`src/hdl/cpbc_pkg.sv`:
```
// Shared types, codes and a helper function for the CIGAR pileup base counter.
// Used by the channel interfaces, the controller, the datapath and the top level.
// No dependencies.
package cpbc_pkg;

  localparam int REF_LEN_DEF    = 32768;
  localparam int COUNT_BITS_DEF = 32;
  localparam int NUM_LANES      = 8;
  localparam int OUT_BITS       = 32;

  typedef enum logic [1:0] {
    KIND_START   = 2'd0,
    KIND_CIGAR   = 2'd1,
    KIND_BASE    = 2'd2,
    KIND_READOUT = 2'd3
  } kind_e;

  typedef enum logic [3:0] {
    OP_M    = 4'd0,
    OP_I    = 4'd1,
    OP_D    = 4'd2,
    OP_N    = 4'd3,
    OP_S    = 4'd4,
    OP_H    = 4'd5,
    OP_P    = 4'd6,
    OP_EQ   = 4'd7,
    OP_X    = 4'd8
  } op_e;

  typedef enum logic [1:0] {
    LANE_A = 2'd0,
    LANE_T = 2'd1,
    LANE_C = 2'd2,
    LANE_G = 2'd3
  } lane_e;

  localparam logic [7:0] CHAR_A_UC = 8'h41;
  localparam logic [7:0] CHAR_T_UC = 8'h54;
  localparam logic [7:0] CHAR_C_UC = 8'h43;
  localparam logic [7:0] CHAR_G_UC = 8'h47;
  localparam logic [7:0] CHAR_A_LC = 8'h61;
  localparam logic [7:0] CHAR_T_LC = 8'h74;
  localparam logic [7:0] CHAR_C_LC = 8'h63;
  localparam logic [7:0] CHAR_G_LC = 8'h67;

  typedef enum logic [1:0] {
    ST_CLEAR  = 2'd0,
    ST_IDLE   = 2'd1,
    ST_UPDATE = 2'd2,
    ST_RESULT = 2'd3
  } ctrl_state_e;

  typedef struct packed {
    logic clear_en;
    logic take;
    logic rmw_write;
    logic out_load;
  } ctrl_cmd_t;

  typedef struct packed {
    logic clear_last;
    logic need_rmw;
    logic is_readout;
    logic out_free;
  } dp_status_t;

  typedef struct packed {
    logic  hit;
    lane_e lane;
  } lane_t;

  function automatic lane_t decode_base(logic [7:0] c);
    lane_t r;
    r.hit  = 1'b1;
    r.lane = LANE_A;
    unique case (c)
      CHAR_A_UC, CHAR_A_LC: r.lane = LANE_A;
      CHAR_T_UC, CHAR_T_LC: r.lane = LANE_T;
      CHAR_C_UC, CHAR_C_LC: r.lane = LANE_C;
      CHAR_G_UC, CHAR_G_LC: r.lane = LANE_G;
      default:              r.hit  = 1'b0;
    endcase
    return r;
  endfunction

endpackage

```
`src/hdl/cpbc_ctrl.sv`:
```
// Controller state machine: clearing pass, item intake, count update and result load.
// Depends on cpbc_pkg for the state enum and the command and status structs.
module cpbc_ctrl import cpbc_pkg::*; (
  input  logic       clk_i,
  input  logic       rst_ni,
  input  logic       in_valid_i,
  output logic       in_ready_o,
  input  dp_status_t status_i,
  output ctrl_cmd_t  cmd_o
);

  ctrl_state_e state_q, state_d;

  always_comb begin
    state_d = state_q;
    unique case (state_q)
      ST_CLEAR: begin
        if (status_i.clear_last) state_d = ST_IDLE;
      end
      ST_IDLE: begin
        if (in_valid_i) begin
          if (status_i.is_readout) begin
            state_d = ST_RESULT;
          end else if (status_i.need_rmw) begin
            state_d = ST_UPDATE;
          end
        end
      end
      ST_UPDATE: state_d = ST_IDLE;
      ST_RESULT: begin
        if (status_i.out_free) state_d = ST_IDLE;
      end
      default: state_d = ST_IDLE;
    endcase
  end

  always_comb begin
    in_ready_o      = (state_q == ST_IDLE);
    cmd_o.clear_en  = (state_q == ST_CLEAR);
    cmd_o.take      = in_valid_i && (state_q == ST_IDLE);
    cmd_o.rmw_write = (state_q == ST_UPDATE);
    cmd_o.out_load  = (state_q == ST_RESULT) && status_i.out_free;
  end

  always_ff @(posedge clk_i or negedge rst_ni) begin
    if (!rst_ni) begin
      state_q <= ST_CLEAR;
    end else begin
      state_q <= state_d;
    end
  end

endmodule

```
`config.mk`:
```
export PLATFORM = sky130hd
export DESIGN_NAME = cpbc_ctrl
export DESIGN_NICKNAME = d
export VERILOG_FILES = /design/src/hdl/cpbc_pkg.sv /design/src/hdl/cpbc_ctrl.sv
export SDC_FILE = /design/constraint.sdc
export NUM_CORES = 1
export LEC_CHECK = 0
export BUFFER_PORTS_ARGS = -buffer_cell sky130_fd_sc_hd__buf_2
export CORE_AREA = 2 2 39 41
export CTS_CLUSTER_DIAMETER = 30
export CTS_CLUSTER_SIZE = 14
export DETAILED_ROUTE_END_ITERATION = 12
export DIE_AREA = 0 0 41 43
export HOLD_SLACK_MARGIN = 0.03
export RECOVER_POWER = 25
export SETUP_SLACK_MARGIN = 0.02
export SLEW_MARGIN = 20
export SYNTH_ARGS = -nofsm -noshare
export SYNTH_HDL_FRONTEND = slang
export SYNTH_SLANG_ARGS = --single-unit
```
`constraint.sdc`:
```
create_clock -name clk_i -period 2.6 [get_ports clk_i]
set_input_delay 0.52 -clock clk_i [delete_from_list [all_inputs] [get_ports clk_i]]
set_output_delay 0.52 -clock clk_i [all_outputs]
set_load 0.03 [all_outputs]
```
* Word level (Yosys, flattened, before mapping)
Cells that the tools add are included.
** Storage, ports and cells
- Register bits :: 2
- Bits of input ports :: 7
- Logic and storage cells :: 18
** Operators by class
- Reduce and logical (&&, ||, !) cells :: 4
- Equality and inequality tests :: 7
- Multiplexer cells :: 6
** Operators by type and width (number)
- two-way mux 2 bit :: 5
- one-hot mux 2 bit (4 select lines) :: 1
- != test 2 bit (second input constant) :: 3
- == test 2 bit (second input constant) :: 2
- AND reduction 4 bit :: 1
- != test 3 x 1 -> 1 bit (second input constant) :: 1
- == test 2 x 1 -> 1 bit (second input constant) :: 1
- logical AND 1 bit :: 2
- logical NOT 2 bit :: 1

* Longest topological paths before layout
Gate-level depths: netlist of the first run.
- Depth after elaboration :: 4
- Gate-level depth with buffers :: 3
- Depth with buffers taken out :: 3

* Worst setup path before layout of the first run
No wires, ideal clock.
- Path type :: reg-to-output
- Start :: register state_q[0]
- End :: output port cmd_o[2] in the netlist's numbering
- Path buffers :: 0
- Cell stages (with the launch flop) :: 3
- Data arrival time :: 1.096 ns
- Setup slack :: 0.984 ns
- Required time :: 2.080 ns
- Path through :: dfrtp_1 > nor2b_2 > and2_1
** RTL lines
- start: declaration :: line cpbc_ctrl.sv:12 : ctrl_state_e state_q, state_d;
- start signal: assignment :: line cpbc_ctrl.sv:49 : state_q <= state_d;
- end: declaration :: line cpbc_ctrl.sv:9 : output ctrl_cmd_t cmd_o

==> results.txt, run 1 <==
# DRC: 0
Postcts setup bufs: 0
WL final: 307 um
Most flop-heavy register: state_q
RSZ-0062 raised after global routing: no
CP Launch Type: register
Die H: 43 um
Clock sink total: 2
Synth-to-layout area growth: 77.8%
Syn Area/Cell: 9.53 um^2
Routed len/inst: 7.14 um
Power per cell area: 672 mW/mm^2
FP Rows: 14
Largest net degree at the start of global routing: 8
Leak: 0.109 nW
Share of layout cells above drive strength 1: 55.6%
Period utilization: 63.5%
Pre-antenna DRT Iters: 2
#FFs+latches synth: 2
Diode count: 0
Commonest non-fill, non-tap cell in the layout: buf_2
Post-synthesis cell count: 13
CTS tree: built
R2r setup slk: 1.78 ns
CP arrival: 1.13 ns
Initial core utilization: 8.95%
CP Max Fanout: 7
Initial antenna violation count: 0
Max reg flops: 2
PostCTS Resize Cnt: 0
Max H-tree Level: 1
WHS: 0.0756 ns
Clock Latency Late Sink: 0.22 ns
VDD IR max: 0.0662 mV
Post-synth cell types: 10
Status: complete, no violations
I/O pin count: 12
DIE AREA: 0.00176 mm^2
Max clock buf depth: 2
Setup CP Type: reg2out
Fmax: 605 MHz
Routed Antenna Nets: 0
Final global-route overflow total: 0
Clk_skew: 0.000163 ns
Drt via density: 3.37
Max-cap violations: 0
Min Clock Period, post-route: 1.65 ns
Multi-input gate area: 73.8 um^2
Setup TNS: 0 ns
Relative slew slack: 87.7%
CP Capture Type: primary output
Register area share after synthesis: 40.4%
Synth Warn #: 0
Sequential Area: 50.0 um^2
Most frequent cells in the layout: buf_2 (10), clkbuf_4 (3), and2_1 (2), o21ai_0 (2), dfrtp_1 (2)
Port bufs: 11
First-pass GRT wire length: 400 um
Root buffer cell: clkbuf_4
Worst-margin pin slew: 0.185 ns
Final net count: 36
Total core area: 0.00138 mm^2
Global-route usage over all layers: 3.80%
DP HPWL: 249 um
Register clock-pin slew on the reported worst setup and hold paths: 0.03 ns
Fill cells: 162
Number of global-route vias before repair: 144
Routability cong.: 0.421
Max-slew violations: 0
Syn Nets: 20
Largest registers: state_q (2)
Chip width: 41 um
Iteration-0 DRC count of the detailed router: 2
Hold_buf cts: 0
Routed vias: 145
Hold Crit Class: in2async
Required time of the worst setup path: 2.08 ns
Final-report hold violation count: 0
TritonCTS buffer count: 3
Final setup fails: 0
Synthesized area: 124 um^2
[cell type report]
cell class	instances	share of cell area, %
clock buffers	3	10.2
well taps	16	9.09
flip-flops and latches	2	22.7
multi-input cells	11	33.5
repair buffers	11	24.4
[critical path, stage by stage (launching register included)]
cell,delay [ns]
dfrtp_1,0.42
nor2b_2,0.18
and2_1,0.15
buf_2,0.17
[routing by layer]
metal  wire length, um  vias to the layer above  GRT usage (%)
li1                  -                       73              -
met1                97                       64           1.91
met2               179                        8           6.25
met3                30                        0              0
met4                 0                        0           8.00
met5                 0                        -              0
[logic make-up (layout without fill, tap and decap cells)]
kind of cell,count (synthesis),in the layout,share of synthesized area [%]
mux,1,1,8.08
flops,2,2,40.4
compound gates,2,2,8.08
simple gates,8,8,43.4
buf+inv,0,14,0
[through the flow]
step           std cells  worst slack (ns)  utilization [%]  cell area (um^2)  power (mW)
2_1_floorplan         13             0.984                -               124      0.0678
3_3_place_gp          40              1.10             14.4               199      0.0817
3_5_place_dp          40              1.09             14.4               199      0.0820
4_1_cts               43             0.928             16.0               221       0.154
5_1_grt               43             0.874             15.9               220       0.158
6_report              43             0.948             15.9               220       0.148
[cell usage after synthesis, drive strengths merged]
library cell	instances	share of area [%]
mux2i	1	8.1
and2	2	10
dfrtp	2	40
nor2	1	3.0
o21ai	2	8.1
nand4b	1	7.1
nand2b	1	5.1
and3	1	6.1
nor2b	2	12
[final timing paths]
| path | start | cells past startpoint | end |
|---|---|---|---|
| setup / recovery | state_q[0] | 3 | cmd_o[2] |
| hold / removal | rst_ni | 1 | state_q[1] |
| setup reg to reg | state_q[1] | 2 | state_q[1] |
| hold reg to reg | state_q[1] | 1 | state_q[0] |
| max in group asynchronous | rst_ni | 1 | state_q[0] |
| min in group clk_i | status_i[3] | 3 | state_q[0] |
[where the power goes]
part / switching [mW] / leakage (nW) / total, mW / internal [mW]
clock network: 0.0163 / 0.0138 / 0.0671 / 0.0508
registers: 0.00532 / 0.0217 / 0.0401 / 0.0348
logic: 0.0238 / 0.0732 / 0.0407 / 0.0169
total: 0.0454 / 0.109 / 0.148 / 0.103
Power figures use the tool's default switching activity.
==> inputs of run 2 (changes only) <==
==> constraint.sdc (replaced) <==
create_clock -name clk_i -period 1.6 [get_ports clk_i]
set_input_delay 0.32 -clock clk_i [delete_from_list [all_inputs] [get_ports clk_i]]
set_output_delay 0.32 -clock clk_i [all_outputs]
set_load 0.03 [all_outputs]
==> results.txt, run 2 (synthesis results as in run 1) <==
Status: complete, no violations
Drt via density: 3.34
Number of global-route vias before repair: 156
Period utilization: 90.5%
Die H: 43 um
Clock sink total: 2
Power per cell area: 1050 mW/mm^2
Register clock-pin slew on the reported worst setup and hold paths: 0.03 ns
VDD IR max: 0.108 mV
Commonest non-fill, non-tap cell in the layout: buf_2
RSZ-0062 raised after global routing: no
TritonCTS buffer count: 3
Post-DP Area: 199 um^2
Routed Antenna Nets: 0
Port bufs: 11
Relative slew slack: 87.3%
Root buffer cell: clkbuf_4
Met1 GRT Util: 1.91%
Overall power: 0.242 mW
Setup TNS: 0 ns
Routed vias: 147
Combinational share of power: 28.0%
Clock Latency Late Sink: 0.22 ns
Fmax: 691 MHz
Clk pwr share: 45.1%
Diode count: 0
Min Clock Period, post-route: 1.45 ns
CP Max Fanout: 7
Fin area: 230 um^2
Setup CP Type: reg2out
Final core occ: 16.6%
Max H-tree Level: 1
Most frequent cells in the layout: buf_2 (10), clkbuf_4 (3), and2_1 (2), o21ai_0 (2), dfrtp_1 (2)
Total core area: 0.00138 mm^2
FF-to-FF End: state_q[1]
Net Sw Frac: 30.6%
Leak: 0.113 nW
Fill cells: 161
Final global-route overflow total: 0
DP HPWL: 246 um
GR Layer Usage met3: 0%
Placed Cells: 40
Initial antenna violation count: 0
Chip width: 41 um
Non-Filler Instances: 44
Global-route usage over all layers: 4.00%
PostCTS Resize Cnt: 0
Most flop-heavy register: state_q
Final setup fails: 0
Sw Pwr: 0.0743 mW
Pre-antenna DRT Iters: 2
Clk_skew: 0.00164 ns
Largest net degree at the start of global routing: 8
CP arrival: 1.13 ns
DIE AREA: 0.00176 mm^2
First-pass GRT wire length: 427 um
Largest stage delay on the critical path: 0.42 ns
Max-slew violations: 0
Worst r2r path cells: 2
Gr busiest metal: met4
Max-cap violations: 0
CTS tree: built
Share of layout cells above drive strength 1: 53.6%
Sequence of cells on the critical path: nor2b_2 > and2_1 > buf_2
Initial core utilization: 8.95%
Share of total power in sequential cells: 26.9%
Max reg flops: 2
CP Launch Type: register
Largest registers: state_q (2)
Hold Crit Class: in2reg
Routed len/inst: 7.05 um
# DRC: 0
Required time of the worst setup path: 1.28 ns
FP Rows: 14
WL final: 310 um
I/O pin count: 12
R2R Path Start: state_q[1]
WHS: 0.347 ns
Worst slack at placement: 0.373 ns
Synth-to-layout area growth: 85.9%
CP startpoint: state_q[0]
Final net count: 37
CP Capture Type: primary output
Critical Path End: cmd_o[2]
R2r setup slk: 0.77 ns
Iteration-0 DRC count of the detailed router: 1
Final critical-path setup slack: 0.153 ns
CP max-delay cell: dfrtp_1
Grt met2 use: 6.88%
Worst-margin pin slew: 0.190 ns
Final-report hold violation count: 0
Max clock buf depth: 2
Routability cong.: 0.429
P_int: 0.168 mW
[run 2: how the worst min path moves through the flow]
stage	start	endpoint	slack (ns)	cells after the start
2_1_floorplan	rst_ni	state_q[0]	0.02	0
3_3_place_gp	rst_ni	state_q[0]	0.11	1
3_5_place_dp	rst_ni	state_q[1]	0.11	1
4_1_cts	status_i[3]	state_q[0]	0.34	3
5_1_grt	status_i[3]	state_q[0]	0.37	3
6_report	status_i[3]	state_q[0]	0.35	3
[run 2: layout make-up]
cell class,instances,area [um^2],area share [%]
Multi-Input combinational cell,11,73.8,32.1
Timing Repair Buffer,12,63.8,27.7
Tap cell,16,20.0,8.70
Clock buffer,3,22.5,9.78
Sequential cell,2,50.0,21.7
[run 2: power groups by stage]
stage               Clock, mW  Sequential, mW  Combinational [mW]
finish                  0.109          0.0653              0.0680
global route            0.116          0.0665              0.0754
CTS                     0.117          0.0654              0.0693
detailed placement          0          0.0659              0.0673
global placement            0          0.0657              0.0669
floorplan                   0          0.0637              0.0464
[run 2: layer usage]
| metal | share of wire (%) | vias up |
|---|---|---|
| met3 | 10 | 0 |
| met5 | 0 | - |
| met2 | 57 | 8 |
| met4 | 0 | 0 |
| met1 | 33 | 63 |
| li1 | - | 76 |
[run 2: what timing repair did]
item	CTS	global route
endpoints found under the setup margin	0	0
hold buffers	1	0
endpoints found under the hold margin	2	0
buffers inserted	0	0
[run 2: critical path, delay by kind of cell (launching register included)]
family / cells / cell delay [ns]
buf+inv: 1 / 0.17
simple gates: 2 / 0.32
flops: 1 / 0.42
==> inputs of run 3 (changes only) <==
--- a/config.mk
+++ b/config.mk
@@ -5,6 +5,7 @@
 export SDC_FILE = /design/constraint.sdc
 export NUM_CORES = 1
 export LEC_CHECK = 0
+export ABC_AREA = 1
 export BUFFER_PORTS_ARGS = -buffer_cell sky130_fd_sc_hd__buf_2
 export CORE_AREA = 2 2 39 41
 export CTS_CLUSTER_DIAMETER = 30
@@ -12,6 +13,7 @@
 export DETAILED_ROUTE_END_ITERATION = 12
 export DIE_AREA = 0 0 41 43
 export HOLD_SLACK_MARGIN = 0.03
+export PLACE_DENSITY = 0.36
 export RECOVER_POWER = 25
 export SETUP_SLACK_MARGIN = 0.02
 export SLEW_MARGIN = 20
==> results.txt, run 3 <==
Worst path depth: 5
Setup TNS: 0 ns
Leak: 0.190 nW
Area leader, netlist: dfrtp_1
Top-area cell type share of the netlist area: 27.0%
Number of global-route vias before repair: 222
Multi-input gate area: 101 um^2
Global-route usage over all layers: 7.21%
Fmax: 674 MHz
Required time of the worst setup path: 1.28 ns
Largest net degree at the start of global routing: 6
Syn Area/Cell: 6.61 um^2
Critical Path End: cmd_o[2]
FF-to-FF End: state_q[0]
Clock Latency Late Sink: 0.22 ns
Final net count: 55
Share of layout cells above drive strength 1: 47.8%
Register area share after synthesis: 27.0%
Overall power: 0.650 mW
VDD IR max: 0.868 mV
Max clock buf depth: 2
Worst r2r path cells: 7
FP Rows: 14
Worst slack at placement: 0.274 ns
Post-DP Area: 260 um^2
Most flop-heavy register: state_q
Min Clock Period, post-route: 1.48 ns
DP HPWL: 371 um
Commonest non-fill, non-tap cell in the layout: buf_2
Routability cong.: 0.719
Syn Nets: 35
I/O pin count: 12
Post-synthesis cell count: 28
# DRC: 0
Synthesized area: 185 um^2
Max-cap violations: 0
Cell with the most instances after synthesis: inv_1
Sequential Area: 51.3 um^2
Final-report hold violation count: 0
WL final: 465 um
Metal3 WL: 29 um
Chip width: 41 um
Top Layer Used: met3
Period utilization: 92.7%
Power per cell area: 2050 mW/mm^2
Max H-tree Level: 1
Drt via density: 3.42
Setup CP Type: reg2out
R2R Path Start: state_q[0]
Max-slew violations: 0
Most used DFF post-synth: dfrtp_1
Relative slew slack: 87.7%
R2r setup slk: 0.47 ns
CP arrival: 1.16 ns
#FFs+latches synth: 2
First-pass GRT wire length: 793 um
Final core occ: 23.0%
Hold path cells: 4
Routed Antenna Nets: 0
WL met2: 224 um
Largest registers: state_q (2)
Ys async rst share: 100%
Most frequent cells in the layout: buf_2 (9), inv_1 (8), nand2_1 (5), buf_4 (4)
CP max-delay cell: dfrtp_2
Routed len/inst: 7.50 um
Final global-route overflow total: 0
Clk_skew: 0.000716 ns
RSZ-0062 raised after global routing: no
Initial core utilization: 13.4%
Iteration-0 DRC count of the detailed router: 1
DIE AREA: 0.00176 mm^2
Clock sink total: 2
Die H: 43 um
Total core area: 0.00138 mm^2
Crit path buf inv count: 3
Max reg flops: 2
Fin area: 318 um^2
Fill cells: 165
CP top delay family: flip-flops
Post-synth cell types: 13
Worst-margin pin slew: 0.184 ns
Synth-to-layout area growth: 71.6%
Diode count: 0
Top post-synthesis cells by area: dfrtp_1 (27%), inv_1 (16%), nand2_1 (10%)
CTS tree: built
Number of synthesized flops with an enable pin: 0
CP Launch Type: register
Most frequent cells after synthesis: inv_1 (8), nand2_1 (5), nor2_1 (3)
Status: complete, no violations
Largest stage delay on the critical path: 0.38 ns
M1 WL: 211 um
Final setup fails: 0
Synth Warn #: 0
CP Max Fanout: 5
TritonCTS buffer count: 3
Pre-antenna DRT Iters: 2
Sequence of cells on the critical path: inv_2 > nor2_4 > inv_1 > nor2_1 > buf_4
CP startpoint: state_q[0]
Register clock-pin slew on the reported worst setup and hold paths: 0.03 ns
Final critical-path setup slack: 0.116 ns
Root buffer cell: clkbuf_4
CP Capture Type: primary output
Initial antenna violation count: 0
Hold Crit Class: in2reg
Port bufs: 11
Routed vias: 212
==> run 3: worst min path at each step <==
stage | end | start
global route | state_q[1] | rst_ni
CTS | state_q[1] | status_i[0]
floorplan | state_q[0] | rst_ni
detailed placement | state_q[1] | rst_ni
global placement | state_q[1] | rst_ni
finish | state_q[1] | status_i[0]
==> run 3: per-stage QoR <==
stage | cells | hold WS [ns]
finish | 62 | 0.407
global route | 62 | 0.429
CTS | 59 | 0.405
detailed placement | 55 | 0.108
global placement | 55 | 0.108
floorplan | 28 | 0.0244
==> run 3: final cells by class <==
cell class / count / area share (%)
Inverter: 9 / 10.6
Clock buffer: 3 / 7.09
Sequential cell: 2 / 16.1
Timing Repair Buffer: 15 / 28.0
Multi-Input combinational cell: 17 / 31.9
Tap cell: 16 / 6.30
==> run 3: logic make-up (layout without fill, tap and decap cells) <==
| group | Yosys count | count (layout) | share of synthesized area, % |
|---|---|---|---|
| AND/OR/NAND/NOR | 16 | 16 | 52.0 |
| buffers and inverters | 9 | 27 | 18.2 |
| flip-flops | 2 | 2 | 27.0 |
| AO/OA/AOI/OAI | 1 | 1 | 2.70 |
==> run 3: power breakdown <==
part | switching (mW) | internal (mW)
combinational | 0.263 | 0.166
clock | 0.0265 | 0.0826
sequential | 0.0331 | 0.0793
total | 0.323 | 0.327
==> run 3: metal layers <==
layer	vias to the layer above	global-route usage, %
met5	-	0
met4	0	8.00
met3	0	3.14
met2	8	9.38
met1	84	7.67
li1	120	-
==> run 3: worst register-to-register path: stages (launching register included) <==
cell and delay [ns]:
dfrtp_2 0.42, buf_4 0.14, nor2_1 0.12, nand2_1 0.09, nand2_1 0.08, inv_1 0.06, nand4_1 0.07, nand2_1 0.05
==> run 3: timing repair <==
action | CTS | global route
endpoints found under the setup margin | 0 | 1
hold buffers | 1 | 0
gates resized for setup | 0 | 3
endpoints found under the hold margin | 2 | 0
buffers inserted | 0 | 3
